### src/rtl/mdfm_pkg.sv
package mdfm_pkg;

	// Field widths
	localparam int unsigned FUNC_W   = 3;
	localparam int unsigned SAMPLE_W = 16;
	localparam int unsigned LIM_W    = 15;
	localparam int unsigned FRAC_W   = 12;
	localparam int unsigned CYC_W    = 16;
	localparam int unsigned CNT_W    = 17;
	localparam int unsigned FLAG_W   = 6;
	localparam int unsigned CIDX_W   = 3;
	localparam int unsigned CDATA_W  = 16;

	// Item function codes
	typedef enum logic [FUNC_W-1:0] {
		FUNC_PHASE = 3'd0,
		FUNC_BUS   = 3'd1,
		FUNC_HEAT  = 3'd2,
		FUNC_HW    = 3'd3,
		FUNC_FAN   = 3'd4,
		FUNC_CLEAR = 3'd5
	} func_t;

	// Configuration register indexes
	typedef enum logic [CIDX_W-1:0] {
		CFG_WARN_RATIO    = 3'd0,
		CFG_CURRENT_LIMIT = 3'd1,
		CFG_WARN_CYCLES   = 3'd2,
		CFG_BUS_HIGH      = 3'd3,
		CFG_BUS_LOW       = 3'd4,
		CFG_TEMP_LIMIT    = 3'd5,
		CFG_FAN_ON_FRAC   = 3'd6,
		CFG_FAN_OFF_FRAC  = 3'd7
	} cfg_idx_t;

	// Fault flag bit positions
	localparam int unsigned FLAG_AVG  = 0;
	localparam int unsigned FLAG_MAX  = 1;
	localparam int unsigned FLAG_OV   = 2;
	localparam int unsigned FLAG_UV   = 3;
	localparam int unsigned FLAG_HEAT = 4;
	localparam int unsigned FLAG_HW   = 5;

	// Register reset values
	localparam logic [FRAC_W-1:0] RST_WARN_RATIO    = 12'd3686;
	localparam logic [LIM_W-1:0]  RST_CURRENT_LIMIT = 15'd8192;
	localparam logic [CYC_W-1:0]  RST_WARN_CYCLES   = 16'd100;
	localparam logic [LIM_W-1:0]  RST_BUS_HIGH      = 15'd4915;
	localparam logic [LIM_W-1:0]  RST_BUS_LOW       = 15'd3277;
	localparam logic [LIM_W-1:0]  RST_TEMP_LIMIT    = 15'd4096;
	localparam logic [FRAC_W-1:0] RST_FAN_ON_FRAC   = 12'd3277;
	localparam logic [FRAC_W-1:0] RST_FAN_OFF_FRAC  = 12'd2867;

	// Derived thresholds at reset: (frac * limit) >> 12
	localparam logic [LIM_W-1:0] RST_WARN_THR =
		LIM_W'((int'(RST_WARN_RATIO) * int'(RST_CURRENT_LIMIT)) / (2 ** FRAC_W));
	localparam logic [LIM_W-1:0] RST_FAN_ON_THR =
		LIM_W'((int'(RST_FAN_ON_FRAC) * int'(RST_TEMP_LIMIT)) / (2 ** FRAC_W));
	localparam logic [LIM_W-1:0] RST_FAN_OFF_THR =
		LIM_W'((int'(RST_FAN_OFF_FRAC) * int'(RST_TEMP_LIMIT)) / (2 ** FRAC_W));

	// Limits as seen by the check logic
	typedef struct packed {
		logic [LIM_W-1:0] warn_thr;
		logic [LIM_W-1:0] current_limit;
		logic [CYC_W-1:0] warn_cycles;
		logic [LIM_W-1:0] bus_high_limit;
		logic [LIM_W-1:0] bus_low_limit;
		logic [LIM_W-1:0] temp_limit;
		logic [LIM_W-1:0] fan_on_thr;
		logic [LIM_W-1:0] fan_off_thr;
	} limits_t;

endpackage

### src/rtl/mdfm_ifs.sv
// Input item channel
interface mdfm_item_if;
	logic                                 valid;
	logic                                 ready;
	logic [mdfm_pkg::FUNC_W-1:0]          func;
	logic signed [mdfm_pkg::SAMPLE_W-1:0] phase_a;
	logic signed [mdfm_pkg::SAMPLE_W-1:0] phase_b;
	logic signed [mdfm_pkg::SAMPLE_W-1:0] phase_c;
	logic signed [mdfm_pkg::SAMPLE_W-1:0] bus_voltage;
	logic signed [mdfm_pkg::SAMPLE_W-1:0] temperature;
	logic                                 healthy;

	modport source (output valid, func, phase_a, phase_b, phase_c, bus_voltage,
		temperature, healthy, input ready);
	modport sink (input valid, func, phase_a, phase_b, phase_c, bus_voltage,
		temperature, healthy, output ready);
endinterface

// Result channel
interface mdfm_result_if;
	logic                        valid;
	logic                        ready;
	logic                        tripped;
	logic [mdfm_pkg::FLAG_W-1:0] fault_flags;
	logic                        fan_on;

	modport source (output valid, tripped, fault_flags, fan_on, input ready);
	modport sink (input valid, tripped, fault_flags, fan_on, output ready);
endinterface

// Configuration write channel
interface mdfm_cfg_if;
	logic                         valid;
	logic                         ready;
	logic [mdfm_pkg::CIDX_W-1:0]  index;
	logic [mdfm_pkg::CDATA_W-1:0] data;

	modport source (output valid, index, data, input ready);
	modport sink (input valid, index, data, output ready);
endinterface

### src/rtl/mdfm_cfg.sv
// Register file plus the registered fraction-times-limit thresholds.
module mdfm_cfg (
	input  logic              clk,
	input  logic              arst_n,
	mdfm_cfg_if.sink          cfg,
	output mdfm_pkg::limits_t limits
);

	logic [mdfm_pkg::FRAC_W-1:0] warn_ratio_q, fan_on_frac_q, fan_off_frac_q;
	logic [mdfm_pkg::LIM_W-1:0]  current_limit_q, bus_high_q, bus_low_q, temp_limit_q;
	logic [mdfm_pkg::CYC_W-1:0]  warn_cycles_q;
	logic [mdfm_pkg::LIM_W-1:0]  warn_thr_q, fan_on_thr_q, fan_off_thr_q;

	logic [mdfm_pkg::FRAC_W-1:0] warn_ratio_n, fan_on_frac_n, fan_off_frac_n;
	logic [mdfm_pkg::LIM_W-1:0]  current_limit_n, temp_limit_n;
	logic [mdfm_pkg::FRAC_W+mdfm_pkg::LIM_W-1:0] warn_prod, fan_on_prod, fan_off_prod;
	logic                        wr;

	assign cfg.ready = 1'b1;
	assign wr        = cfg.valid;

	// Next values of the multiplier operands, so thresholds track a write at once
	always_comb begin
		warn_ratio_n    = warn_ratio_q;
		current_limit_n = current_limit_q;
		temp_limit_n    = temp_limit_q;
		fan_on_frac_n   = fan_on_frac_q;
		fan_off_frac_n  = fan_off_frac_q;
		if (wr) begin
			case (cfg.index)
				mdfm_pkg::CFG_WARN_RATIO:    warn_ratio_n    = cfg.data[mdfm_pkg::FRAC_W-1:0];
				mdfm_pkg::CFG_CURRENT_LIMIT: current_limit_n = cfg.data[mdfm_pkg::LIM_W-1:0];
				mdfm_pkg::CFG_TEMP_LIMIT:    temp_limit_n    = cfg.data[mdfm_pkg::LIM_W-1:0];
				mdfm_pkg::CFG_FAN_ON_FRAC:   fan_on_frac_n   = cfg.data[mdfm_pkg::FRAC_W-1:0];
				mdfm_pkg::CFG_FAN_OFF_FRAC:  fan_off_frac_n  = cfg.data[mdfm_pkg::FRAC_W-1:0];
				default: ;
			endcase
		end
	end

	// Q0.12 x Q3.12, keep the Q3.12 part
	assign warn_prod    = warn_ratio_n * current_limit_n;
	assign fan_on_prod  = fan_on_frac_n * temp_limit_n;
	assign fan_off_prod = fan_off_frac_n * temp_limit_n;

	// Register file and thresholds
	always_ff @(posedge clk or negedge arst_n) begin
		if (!arst_n) begin
			warn_ratio_q    <= mdfm_pkg::RST_WARN_RATIO;
			current_limit_q <= mdfm_pkg::RST_CURRENT_LIMIT;
			warn_cycles_q   <= mdfm_pkg::RST_WARN_CYCLES;
			bus_high_q      <= mdfm_pkg::RST_BUS_HIGH;
			bus_low_q       <= mdfm_pkg::RST_BUS_LOW;
			temp_limit_q    <= mdfm_pkg::RST_TEMP_LIMIT;
			fan_on_frac_q   <= mdfm_pkg::RST_FAN_ON_FRAC;
			fan_off_frac_q  <= mdfm_pkg::RST_FAN_OFF_FRAC;
			warn_thr_q      <= mdfm_pkg::RST_WARN_THR;
			fan_on_thr_q    <= mdfm_pkg::RST_FAN_ON_THR;
			fan_off_thr_q   <= mdfm_pkg::RST_FAN_OFF_THR;
		end else begin
			warn_ratio_q    <= warn_ratio_n;
			current_limit_q <= current_limit_n;
			temp_limit_q    <= temp_limit_n;
			fan_on_frac_q   <= fan_on_frac_n;
			fan_off_frac_q  <= fan_off_frac_n;
			warn_thr_q      <= warn_prod[mdfm_pkg::FRAC_W +: mdfm_pkg::LIM_W];
			fan_on_thr_q    <= fan_on_prod[mdfm_pkg::FRAC_W +: mdfm_pkg::LIM_W];
			fan_off_thr_q   <= fan_off_prod[mdfm_pkg::FRAC_W +: mdfm_pkg::LIM_W];
			if (wr) begin
				case (cfg.index)
					mdfm_pkg::CFG_WARN_CYCLES: warn_cycles_q <= cfg.data;
					mdfm_pkg::CFG_BUS_HIGH:    bus_high_q    <= cfg.data[mdfm_pkg::LIM_W-1:0];
					mdfm_pkg::CFG_BUS_LOW:     bus_low_q     <= cfg.data[mdfm_pkg::LIM_W-1:0];
					default: ;
				endcase
			end
		end
	end

	always_comb begin
		limits.warn_thr       = warn_thr_q;
		limits.current_limit  = current_limit_q;
		limits.warn_cycles    = warn_cycles_q;
		limits.bus_high_limit = bus_high_q;
		limits.bus_low_limit  = bus_low_q;
		limits.temp_limit     = temp_limit_q;
		limits.fan_on_thr     = fan_on_thr_q;
		limits.fan_off_thr    = fan_off_thr_q;
	end

endmodule

### src/rtl/motor_drive_fault_monitor.sv
// Motor drive fault monitor.
// item:   one check per beat, selected by func (phase currents, bus voltage,
//         overheat, hardware health, fan, clear).
// result: one beat per item: tripped, the sticky fault_flags and fan_on.
// cfg:    register writes, always ready; the user must write while no item is
// in flight, which the block does not enforce. An accepted item is held in the
// input register, and its result is loaded into the output register once that
// register is free; it is valid from then on and is taken when the receiver is
// ready.
// Throughput: one item per cycle while the receiver does not stall; the flag,
// warning counter and fan state update in the single check stage, so each item sees its predecessor's state.
// Reset clears the flags, counter, fan state and both valid bits; registers
// return to their default limits.
// When the receiver stalls, the result register holds its beat, the input
// register still takes one more item, and item.ready then drops until the
// result beat is taken.
module motor_drive_fault_monitor (
	input  logic           clk,
	input  logic           arst_n,
	mdfm_item_if.sink      item,
	mdfm_result_if.source  result,
	mdfm_cfg_if.sink       cfg
);

	mdfm_pkg::limits_t limits;

	mdfm_cfg u_cfg (
		.clk    (clk),
		.arst_n (arst_n),
		.cfg    (cfg),
		.limits (limits)
	);

	// Saturating magnitude of a Q3.12 sample
	function automatic logic [mdfm_pkg::LIM_W-1:0] sat_abs(
		input logic [mdfm_pkg::SAMPLE_W-1:0] x
	);
		logic [mdfm_pkg::SAMPLE_W-1:0] neg;
		neg = '0 - x;
		if (!x[mdfm_pkg::SAMPLE_W-1])
			return x[mdfm_pkg::LIM_W-1:0];
		else if (neg[mdfm_pkg::SAMPLE_W-1])
			return '1;
		else
			return neg[mdfm_pkg::LIM_W-1:0];
	endfunction

	// Input register
	logic                            valid_s1;
	logic [mdfm_pkg::FUNC_W-1:0]     func_s1;
	logic [mdfm_pkg::SAMPLE_W-1:0]   pa_s1, pb_s1, pc_s1, bus_s1, temp_s1;
	logic                            healthy_s1;

	// Output register
	logic                            res_valid_q;
	logic                            tripped_q;
	logic [mdfm_pkg::FLAG_W-1:0]     flags_out_q;
	logic                            fan_out_q;

	// Monitor state
	logic [mdfm_pkg::FLAG_W-1:0]     flags_q, flags_n;
	logic [mdfm_pkg::CNT_W-1:0]      warn_count_q, warn_count_n, cnt_inc;
	logic                            fan_q, fan_n;
	logic                            trip_n;

	logic                            out_free, adv, in_acc;
	logic [mdfm_pkg::LIM_W-1:0]      abs_a, abs_b, abs_c;
	logic                            any_warn, any_max;
	logic signed [mdfm_pkg::SAMPLE_W:0] bus_x, temp_x;

	// Handshake
	assign out_free   = !res_valid_q || result.ready;
	assign adv        = valid_s1 && out_free;
	assign item.ready = !valid_s1 || out_free;
	assign in_acc     = item.valid && item.ready;

	always_ff @(posedge clk or negedge arst_n) begin
		if (!arst_n)
			valid_s1 <= 1'b0;
		else if (item.ready)
			valid_s1 <= item.valid;
	end

	always_ff @(posedge clk) begin
		if (in_acc) begin
			func_s1    <= item.func;
			pa_s1      <= item.phase_a;
			pb_s1      <= item.phase_b;
			pc_s1      <= item.phase_c;
			bus_s1     <= item.bus_voltage;
			temp_s1    <= item.temperature;
			healthy_s1 <= item.healthy;
		end
	end

	// Magnitudes and threshold compares
	always_comb begin
		abs_a    = sat_abs(pa_s1);
		abs_b    = sat_abs(pb_s1);
		abs_c    = sat_abs(pc_s1);
		any_warn = (abs_a > limits.warn_thr) || (abs_b > limits.warn_thr) ||
			(abs_c > limits.warn_thr);
		any_max  = (abs_a > limits.current_limit) || (abs_b > limits.current_limit) ||
			(abs_c > limits.current_limit);
		bus_x    = {bus_s1[mdfm_pkg::SAMPLE_W-1], bus_s1};
		temp_x   = {temp_s1[mdfm_pkg::SAMPLE_W-1], temp_s1};
		cnt_inc  = warn_count_q + 1'b1;
	end

	// Check logic and next state
	always_comb begin
		flags_n      = flags_q;
		warn_count_n = warn_count_q;
		fan_n        = fan_q;
		trip_n       = 1'b0;
		case (func_s1)
			mdfm_pkg::FUNC_PHASE: begin
				if (any_warn) begin
					if (cnt_inc > {1'b0, limits.warn_cycles}) begin
						flags_n[mdfm_pkg::FLAG_AVG] = 1'b1;
						warn_count_n = '0;
					end else begin
						warn_count_n = cnt_inc;
					end
				end else begin
					warn_count_n = '0;
				end
				if (any_max)
					flags_n[mdfm_pkg::FLAG_MAX] = 1'b1;
				trip_n = flags_n[mdfm_pkg::FLAG_AVG] || flags_n[mdfm_pkg::FLAG_MAX];
			end
			mdfm_pkg::FUNC_BUS: begin
				if (bus_x > $signed({2'b00, limits.bus_high_limit}))
					flags_n[mdfm_pkg::FLAG_OV] = 1'b1;
				if (bus_x < $signed({2'b00, limits.bus_low_limit}))
					flags_n[mdfm_pkg::FLAG_UV] = 1'b1;
				trip_n = flags_n[mdfm_pkg::FLAG_OV] || flags_n[mdfm_pkg::FLAG_UV];
			end
			mdfm_pkg::FUNC_HEAT: begin
				if (temp_x > $signed({2'b00, limits.temp_limit}))
					flags_n[mdfm_pkg::FLAG_HEAT] = 1'b1;
				trip_n = flags_n[mdfm_pkg::FLAG_HEAT];
			end
			mdfm_pkg::FUNC_HW: begin
				if (!healthy_s1)
					flags_n[mdfm_pkg::FLAG_HW] = 1'b1;
			end
			mdfm_pkg::FUNC_FAN: begin
				// hysteresis: on above upper threshold, off below lower one
				if (temp_x > $signed({2'b00, limits.fan_on_thr}))
					fan_n = 1'b1;
				else if (temp_x < $signed({2'b00, limits.fan_off_thr}))
					fan_n = 1'b0;
				trip_n = fan_n;
			end
			mdfm_pkg::FUNC_CLEAR: begin
				flags_n      = '0;
				warn_count_n = '0;
			end
			default: ;
		endcase
	end

	// State and result registers
	always_ff @(posedge clk or negedge arst_n) begin
		if (!arst_n) begin
			flags_q      <= '0;
			warn_count_q <= '0;
			fan_q        <= 1'b0;
			res_valid_q  <= 1'b0;
		end else begin
			if (adv) begin
				flags_q      <= flags_n;
				warn_count_q <= warn_count_n;
				fan_q        <= fan_n;
			end
			if (out_free)
				res_valid_q <= valid_s1;
		end
	end

	always_ff @(posedge clk) begin
		if (adv) begin
			tripped_q   <= trip_n;
			flags_out_q <= flags_n;
			fan_out_q   <= fan_n;
		end
	end

	assign result.valid       = res_valid_q;
	assign result.tripped     = tripped_q;
	assign result.fault_flags = flags_out_q;
	assign result.fan_on      = fan_out_q;

endmodule

### src/flat_wrapper.sv
// flat-port wrapper written by rule: the top's interface ports become plain ports
module motor_drive_fault_monitor_flat 
  (clk, arst_n, item_valid, item_func, item_phase_a, item_phase_b, item_phase_c, item_bus_voltage, item_temperature, item_healthy, item_ready, result_valid, result_tripped, result_fault_flags, result_fan_on, result_ready, cfg_valid, cfg_index, cfg_data, cfg_ready);
  mdfm_item_if item_i ();
  mdfm_result_if result_i ();
  mdfm_cfg_if cfg_i ();
  input  logic clk;
  input  logic arst_n;
  input wire logic [$bits(item_i.valid)-1:0] item_valid;
  input wire logic [$bits(item_i.func)-1:0] item_func;
  input wire logic [$bits(item_i.phase_a)-1:0] item_phase_a;
  input wire logic [$bits(item_i.phase_b)-1:0] item_phase_b;
  input wire logic [$bits(item_i.phase_c)-1:0] item_phase_c;
  input wire logic [$bits(item_i.bus_voltage)-1:0] item_bus_voltage;
  input wire logic [$bits(item_i.temperature)-1:0] item_temperature;
  input wire logic [$bits(item_i.healthy)-1:0] item_healthy;
  output wire logic [$bits(item_i.ready)-1:0] item_ready;
  output wire logic [$bits(result_i.valid)-1:0] result_valid;
  output wire logic [$bits(result_i.tripped)-1:0] result_tripped;
  output wire logic [$bits(result_i.fault_flags)-1:0] result_fault_flags;
  output wire logic [$bits(result_i.fan_on)-1:0] result_fan_on;
  input wire logic [$bits(result_i.ready)-1:0] result_ready;
  input wire logic [$bits(cfg_i.valid)-1:0] cfg_valid;
  input wire logic [$bits(cfg_i.index)-1:0] cfg_index;
  input wire logic [$bits(cfg_i.data)-1:0] cfg_data;
  output wire logic [$bits(cfg_i.ready)-1:0] cfg_ready;
  assign item_i.valid = item_valid;
  assign item_i.func = item_func;
  assign item_i.phase_a = item_phase_a;
  assign item_i.phase_b = item_phase_b;
  assign item_i.phase_c = item_phase_c;
  assign item_i.bus_voltage = item_bus_voltage;
  assign item_i.temperature = item_temperature;
  assign item_i.healthy = item_healthy;
  assign item_ready = item_i.ready;
  assign result_valid = result_i.valid;
  assign result_tripped = result_i.tripped;
  assign result_fault_flags = result_i.fault_flags;
  assign result_fan_on = result_i.fan_on;
  assign result_i.ready = result_ready;
  assign cfg_i.valid = cfg_valid;
  assign cfg_i.index = cfg_index;
  assign cfg_i.data = cfg_data;
  assign cfg_ready = cfg_i.ready;
  motor_drive_fault_monitor u_core (.clk(clk), .arst_n(arst_n), .item(item_i), .result(result_i), .cfg(cfg_i));
endmodule
### config.mk
export PLATFORM = sky130hd
export DESIGN_NAME = motor_drive_fault_monitor_flat
export DESIGN_NICKNAME = d
export VERILOG_FILES = /design/src/rtl/mdfm_pkg.sv /design/src/rtl/mdfm_ifs.sv /design/src/rtl/mdfm_cfg.sv /design/src/rtl/motor_drive_fault_monitor.sv /design/src/flat_wrapper.sv
export SDC_FILE = /design/constraint.sdc
export NUM_CORES = 2
export LEC_CHECK = 0
export BUFFER_PORTS_ARGS = -buffer_cell sky130_fd_sc_hd__buf_2
export CORE_MARGIN = 10
export CORE_UTILIZATION = 50
export CTS_CLUSTER_DIAMETER = 100
export DETAILED_ROUTE_END_ITERATION = 6
export PLACE_DENSITY = 0.72
export SYNTH_ARGS = -nofsm -noshare
export SYNTH_HDL_FRONTEND = slang
export SYNTH_HIERARCHICAL = 1
export SYNTH_SLANG_ARGS = --single-unit
### constraint.sdc
create_clock -name clk -period 17 [get_ports clk]
set_clock_uncertainty 0.2 [all_clocks]
set_input_delay 0.85 -clock clk [delete_from_list [all_inputs] [get_ports clk]]
set_output_delay 0.85 -clock clk [all_outputs]
set_load 0.02 [all_outputs]
Word level (Yosys, flattened, before mapping)
Cells that the tools add are included.
{"block": "word_totals", "regBits": 275, "word_cells": 114, "output_inout_bits": 11, "input_bits": 108}
{"block": "classes", "n_reduce_logical": 19, "eq_ne": 12, "n_mux": 38, "addsub": 4, "magnitude_cmp": 12, "multipliers": 3}
{"cell": "2-to-1 mux 15 bit", "count": 10}
{"cell": "> comparator 15 bit", "count": 6}
{"cell": "multiplier 12 x 15 -> 27 bit", "count": 3}
{"cell": "2-to-1 mux 12 bit", "count": 6}
{"cell": "> comparator 16 bit", "count": 3}
{"cell": "subtractor 1 x 16 -> 16 bit, first input constant", "count": 3}
{"cell": "2-to-1 mux 17 bit", "count": 2}
{"cell": "case mux 17 bit (2 select lines)", "count": 1}
{"cell": "< comparator 16 bit", "count": 2}
{"cell": "== test 3 bit, second input constant", "count": 6}
{"cell": "adder 17 x 1 -> 17 bit, second input constant", "count": 1}
{"cell": "> comparator 17 x 16 -> 1 bit", "count": 1}
{"cell": "2-to-1 mux 1 bit", "count": 14}
{"cell": "== test 3 x 2 -> 1 bit, second input constant", "count": 4}
{"cell": "logical OR 1 bit", "count": 8}
{"cell": "case mux 2 bit (2 select lines)", "count": 2}
{"cell": "AND reduction 2 bit", "count": 4}
{"cell": "== test 3 x 1 -> 1 bit, second input constant", "count": 2}
{"cell": "logical NOT 3 bit", "count": 2}
{"cell": "case mux 1 bit (2 select lines)", "count": 2}
{"cell": "case mux 1 bit (4 select lines)", "count": 1}
{"cell": "logical AND 1 bit", "count": 2}
{"cell": "logical NOT 1 bit", "count": 2}
{"cell": "nonzero test 2 bit", "count": 1}

Longest topological paths before layout
{"block": "depth", "word_depth": 10, "depth_mapped": 28, "depth_no_buf": 24}

Cells and area by module
Netlist, hierarchy kept.
{"module": "mdfm_cfg", "cells_per_inst": 2228, "seq_area_each_um2": 4005.1, "area_each_um2": 21330.5, "instances": 1}
{"module": "motor_drive_fault_monitor", "cells_per_inst": 1067, "seq_area_each_um2": 3413.3, "area_each_um2": 9846.9, "instances": 1}

Least setup slack after synthesis
OpenSTA, ideal clock, no wires.
{"block": "synth_path", "path_type": "input to register", "startpoint": "in cfg_index[0]", "endpoint": "reg u_core/u_cfg/warn_thr_q[12] (netlist name)", "setup_ns": 0.064, "path_buffers": 2, "arrival_time_ns": 6.963, "required_ns": 16.736, "path_slack_ns": 9.773, "cell_stages": 24, "path_cell_list": "buf_2 -> nor4b_2 -> buf_2 -> mux2i_1 -> clkinv_1 -> nand2_1 -> fa_1 -> fa_1 -> inv_1 -> fa_1 -> fa_1 -> inv_1 -> fa_1 -> inv_1 -> ha_1 -> a21oi_1 -> nor2_1 -> a31oi_1 -> o211ai_2 -> and3_2 -> o211ai_2 -> a211oi_2 -> or4_1 -> nand3_1"}
{"block": "synth_via", "elab_chain_len": 4, "elab_cells_between_ends": 7, "classes_between": "mul (1); eq/ne (1); mux (4); reduce/logical (1)"}
{"element": "from (decl)", "line_no": "flat_wrapper.sv:24", "text": "input wire logic [$bits(cfg_i.index)-1:0] cfg_index;"}
{"element": "logical NOT 3 bit", "line_no": "mdfm_cfg.sv:30", "text": "case (cfg.index)"}
{"element": "2-to-1 mux 12 bit", "line_no": "mdfm_cfg.sv:30"}
{"element": "2-to-1 mux 12 bit", "line_no": "mdfm_cfg.sv:29", "text": "if (wr) begin"}
{"element": "via u_core.u_cfg.warn_ratio_n (one bit)", "line_no": "mdfm_cfg.sv:14", "text": "logic [mdfm_pkg::FRAC_W-1:0] warn_ratio_n, fan_on_frac_n, fan_off_frac_n;"}
{"element": "multiplier 12 x 15 -> 27 bit", "line_no": "mdfm_cfg.sv:42", "text": "assign warn_prod = warn_ratio_n * current_limit_n;"}
{"element": "via u_core.u_cfg.warn_prod (one bit)", "line_no": "mdfm_cfg.sv:16", "text": "logic [mdfm_pkg::FRAC_W+mdfm_pkg::LIM_W-1:0] warn_prod, fan_on_prod, fan_off_prod;"}
{"element": "to (signal assigned)", "line_no": "mdfm_cfg.sv:57", "text": "warn_thr_q <= mdfm_pkg::RST_WARN_THR;"}
{"element": "to (signal assigned)", "line_no": "mdfm_cfg.sv:66", "text": "warn_thr_q <= warn_prod[mdfm_pkg::FRAC_W +: mdfm_pkg::LIM_W];"}
{"element": "to (decl)", "line_no": "mdfm_cfg.sv:12", "text": "logic [mdfm_pkg::LIM_W-1:0] warn_thr_q, fan_on_thr_q, fan_off_thr_q;"}
The timed path passes the listed nets, and every way through them passes these cells.
A chain may end at the register's enable or synchronous reset.

Worst setup path after layout
{"block": "layout_path", "startpoint": "in cfg_index[1]", "endpoint": "reg u_core/u_cfg/fan_on_thr_q[8] (netlist name)"}
{"block": "layout_via", "elab_chain_len": 4, "elab_cells_between_ends": 7, "classes_between": "mul (1); eq/ne (2); mux (4)"}
{"element": "== test 3 bit", "line_no": "mdfm_cfg.sv:30"}
{"element": "2-to-1 mux 12 bit or 2-to-1 mux 15 bit (tied branches)", "line_no": "mdfm_cfg.sv:30"}
{"element": "2-to-1 mux 12 bit or 2-to-1 mux 15 bit (tied branches)", "line_no": "mdfm_cfg.sv:29"}
{"element": "multiplier 12 x 15 -> 27 bit *", "line_no": "mdfm_cfg.sv:43", "text": "assign fan_on_prod = fan_on_frac_n * temp_limit_n;"}
{"element": "via u_core.u_cfg.fan_on_prod (one bit)", "line_no": "mdfm_cfg.sv:16"}
{"element": "to (signal assigned)", "line_no": "mdfm_cfg.sv:58", "text": "fan_on_thr_q <= mdfm_pkg::RST_FAN_ON_THR;"}
{"element": "to (signal assigned)", "line_no": "mdfm_cfg.sv:67", "text": "fan_on_thr_q <= fan_on_prod[mdfm_pkg::FRAC_W +: mdfm_pkg::LIM_W];"}
{"element": "to (decl)", "line_no": "mdfm_cfg.sv:12"}
The timed path passes the listed nets; every way through them passes the cells marked *.

==> run summary <==
CTS placed an instance of sky130_fd_sc_hd__clkbuf_16 at the clock tree root. The cell family contributing the most delay on the critical path is adder cells. The tightest min-delay check is of the in2async type. The H-tree was split into 2 levels. The count of final max-slew check failures is 0, and the number of vias per cell is 5.459.

The repair_antennas step left the layout with diodes totalling 0. The final weighted congestion of routability-driven global placement is 0.9321. For this run, the top clock speed supported by timing is 129.4 MHz. Synthesis produced 3295 cells. The critical path contains buffers and inverters numbering 7 combined. The run gives 0 as the final hold violation count.

The beginning of the worst register-to-register path is u_core/u_cfg/temp_limit_q[2]. Critical path class: in2reg. Cell type with the highest occurrence count on the critical path: sky130_fd_sc_hd__fa_1.

The tools report the pin count of the biggest net entering global routing as 119. Walking the worst path, the cells encountered are buf_2 > nand4b_1 > buf_4 > mux2i_1 > clkinv_1 > nand2_1 > fa_1 > fa_1 > inv_1 > fa_1 > fa_1 > inv_1 > fa_1 > inv_1 > ha_1 > o21a_1 > o21a_1 > o21ai_0 > buf_4 > a2111oi_2 > nor2_1 > o21ai_1 > xor2_1. For the netlist area before placement, the log shows 0.03118 mm2. For the detailed-route wire length, the log shows 80030 um.

Yosys printed 6 warnings. The number of antenna violations at the first check in global routing is 2. Along the worst path, the maximum fanout reaches 19.

The tools report the number of distinct standard cells referenced by the synthesized netlist as 88. After legalization and detailed placement, the total HPWL measured 63110 um. For the final number of setup-violating endpoints, the log shows 0.

The layout overhead on the synthesized area is 8.135%, and the number of buffers inserted during clock tree synthesis is 34. After detailed routing, the number of remaining DRC violations is 0. The clock transition at the register clock pins on the worst setup and hold paths after CTS came out at 60 ps. The first global-routing pass estimated 129400 um of wire. The capturing point of the worst reg2reg path was u_core/u_cfg/fan_on_thr_q[8]. After routing, the total negative slack on setup checks comes to 0 ps. Counting flops with an async set or reset pin after synthesis yields a share of 66.55%. The die area was 0.07274 mm2. The fraction of the yosys area taken by sequential cells was 23.79%; the number of input and output port buffers inserted was 117. For the number of top-level design ports, the log shows 119.

TritonCTS built the clock tree. The tools report the timing endpoint of the critical path as u_core/u_cfg/fan_on_thr_q[8]. The overall global routing resource usage was 22.17%. Setup repair after global routing left no endpoint under its margin. Measured along the y axis, the die boundary spans 269.7 um. The fraction of final layout cells with drive strength greater than 1 is 10.46%. The tools report the launch point of the worst path as cfg_index[1].

Counting cells, the worst reg-to-reg path comes to 20. Counting every net in the synthesized netlist gives 4156. The area taken by flip-flops and latches is 0.007418 mm2. The tools report the max capacitance violation total as 0. Once detail routing completed, the nets flagged for antenna violations numbered 0.

The via total after detailed routing is 23155. The chip width came out at 269.7 um. At the later pin of the worst-skew pair, clock insertion delay measures 570 ps. The worst-case headroom to the max-slew limit is 19.82%. The actual transition at the worst max-transition pin came out at 1169 ps.

For this run, the slowest stage of the critical path takes 840 ps. After synthesis the netlist holds a flip-flop and latch count of 275. The number of detailed-route iterations in the first pass is 5. Worst slack at placement: 8705 ps.

Averaged over all synthesized cells, the footprint is 9.462 um2. The post-route worst setup slack is 9274 ps, and the multi-input gate area in the final layout is 0.02090 mm2. The count of instances resized after the clock tree is built was 0. The area inside the core boundary was 0.06171 mm2; the buffer levels on the longest clock path was 3. At the end of the flow, the number of nets in the layout was 4240.

The most used flip-flop cell after synthesis is sky130_fd_sc_hd__dfrtp_1. The number of logic stages on the critical path including buffering was 23. For the worst setup path, the data required time is 17280 ps.

Data arrival time at the worst-slack endpoint: 8000 ps. For the effective utilization at floorplan, the log shows 50.52%. The worst setup path is launched from a primary input. After detailed routing, the average wire length per cell comes to 18.87 um. The cell with the largest stage delay on the worst path is sky130_fd_sc_hd__clkinv_1. The flow ran to the end, and the final reports show no timing, DRC or antenna violations. Hold repair after CTS inserted 0 buffers. The kind of end point of the critical path is a flip-flop. The post-CTS setup buffer count is 0, and the minimum setup slack among reg-to-reg paths is 9890 ps. Clock sink total: 275. Number of global-route vias before repair: 23723.

In this run, the number of DRC markers left after iteration 0 of detailed routing was 1783. Global routing finished with a remaining overflow of 0. In this run, synthesis inferred 92 flip-flops with an integrated enable. The filler cells instantiated in the layout total 5485.

The most common cell after layout, fill and taps aside was sky130_fd_sc_hd__inv_1. In the finished design, the share of the clock period the worst path needs comes to 45.45%. For the number of placement rows, the log shows 91.

Leaving out fill and tap cells, the most frequent cells in the layout are sky130_fd_sc_hd__inv_1 (644), sky130_fd_sc_hd__nand2_1 (467), sky130_fd_sc_hd__fa_1 (387), sky130_fd_sc_hd__ha_1 (366), sky130_fd_sc_hd__nor2_1 (217). The worst path in the final design needs a cycle of 7726 ps, including I/O delays and setup.
## registers in the layout (all words and copies together) (netlist names), 16 cells and up
signal,flops
u_core/u_cfg/warn_cycles_q,16
u_core/bus_s1,16
u_core/warn_count_q,17
u_core/pc_s1,16
u_core/pb_s1,16
u_core/pa_s1,16
u_core/temp_s1,16
## cells by family after synthesis
logic type	count (synthesis)	share of synthesized area [%]
AOI/OAI and AO/OA	395	8.139
xor gates and xnor gates	56	1.573
adders and majority gates	753	39.54
buffers and inverters	753	9.214
DFF	275	23.79
muxes	115	4.045
other	1	0.01203
and+or+nand+nor	947	13.68
## through the flow
step | hold WS [ps] | instances | cell area, um2 | utilization (%)
2_1_floorplan | 249.8 | 3295 | 31180 | -
3_3_place_gp | 267.0 | 4180 | 32590 | 52.81
3_5_place_dp | 287.6 | 4180 | 32590 | 52.81
4_1_cts | 226.8 | 4242 | 33710 | 54.63
5_1_grt | 235.9 | 4242 | 33710 | 54.63
6_report | 205.4 | 4242 | 33710 | 54.63
## worst reg2reg max path, stage by stage, from the launching register on
cell and delay, ps:
sky130_fd_sc_hd__dfrtp_1 420, sky130_fd_sc_hd__mux2i_1 700, sky130_fd_sc_hd__clkinv_1 840, sky130_fd_sc_hd__nand2_1 260, sky130_fd_sc_hd__fa_1 480, sky130_fd_sc_hd__fa_1 550
sky130_fd_sc_hd__inv_1 60, sky130_fd_sc_hd__fa_1 520, sky130_fd_sc_hd__fa_1 550, sky130_fd_sc_hd__inv_1 50, sky130_fd_sc_hd__fa_1 520, sky130_fd_sc_hd__inv_1 40
sky130_fd_sc_hd__ha_1 310, sky130_fd_sc_hd__o21a_1 130, sky130_fd_sc_hd__o21a_1 110, sky130_fd_sc_hd__o21ai_0 70, sky130_fd_sc_hd__buf_4 160, sky130_fd_sc_hd__a2111oi_2 620
sky130_fd_sc_hd__nor2_1 120, sky130_fd_sc_hd__o21ai_1 180, sky130_fd_sc_hd__xor2_1 150
## cell type report
| type | instances | share of cell area, % |
|---|---|---|
| clock inverters | 14 | 0.4528 |
| multi-input cells | 2267 | 61.99 |
| clock buffers | 48 | 2.887 |
| inverters | 669 | 7.463 |
| well taps | 837 | 3.106 |
| flip-flops and latches | 275 | 22.00 |
| repair buffers | 132 | 2.097 |
## worst min-delay path by stage
stage | start | end | slack [ps]
final | arst_n | u_core/result.valid | 210
after floorplan | u_core/warn_count_q[10] | u_core/warn_count_q[10] | 250
after detailed placement | u_core/valid_s1 | u_core/result.valid | 290
after global routing | item_bus_voltage[4] | u_core/bus_s1[4] | 240
after CTS | item_bus_voltage[4] | u_core/bus_s1[4] | 230
after global placement | u_core/valid_s1 | u_core/result.valid | 270
## layer usage
| layer | global-route usage, % | wire length [um] | vias up |
|---|---|---|---|
| li1 | - | - | 10756 |
| met1 | 29.05 | 33980 | 11324 |
| met2 | 35.73 | 36750 | 869 |
| met3 | 4.541 | 6062 | 204 |
| met4 | 8.516 | 3219 | 2 |
| met5 | 0 | 13 | - |
## synthesized netlist by cell type (12+ instances only)
master                     instances  area share, %
sky130_fd_sc_hd__nor2_1          217            2.6
sky130_fd_sc_hd__a21o_1           50            1.2
sky130_fd_sc_hd__or3_1            14           0.28
sky130_fd_sc_hd__a21oi_1          96            1.5
sky130_fd_sc_hd__nor2b_1          18           0.36
sky130_fd_sc_hd__inv_1           644            7.8
sky130_fd_sc_hd__ha_1            366             15
sky130_fd_sc_hd__nand3_1          53           0.85
sky130_fd_sc_hd__fa_1            387             25
sky130_fd_sc_hd__clkbuf_1         67           0.81
sky130_fd_sc_hd__a31oi_1          13           0.26
sky130_fd_sc_hd__o21a_1           14           0.34
sky130_fd_sc_hd__clkinv_1         23           0.28
sky130_fd_sc_hd__o21ai_0         125            2.0
sky130_fd_sc_hd__nor3_1           22           0.35
sky130_fd_sc_hd__xor2_1           22           0.62
sky130_fd_sc_hd__and2_1           39           0.78
sky130_fd_sc_hd__nand2_1         467            5.6
sky130_fd_sc_hd__dfstp_2          61            5.1
sky130_fd_sc_hd__dfrtp_1         122            9.8
sky130_fd_sc_hd__a211oi_1         15           0.36
sky130_fd_sc_hd__mux2_2           68            2.5
sky130_fd_sc_hd__edfxtp_1         92            8.9
sky130_fd_sc_hd__xnor2_1          34           0.96
sky130_fd_sc_hd__nand3b_1         12           0.29
sky130_fd_sc_hd__nand4_1          38           0.76
sky130_fd_sc_hd__mux2i_1          45            1.4
Power is not shown: default switching activity piles up to over one toggle a cycle in this logic, so the estimate is an artifact.
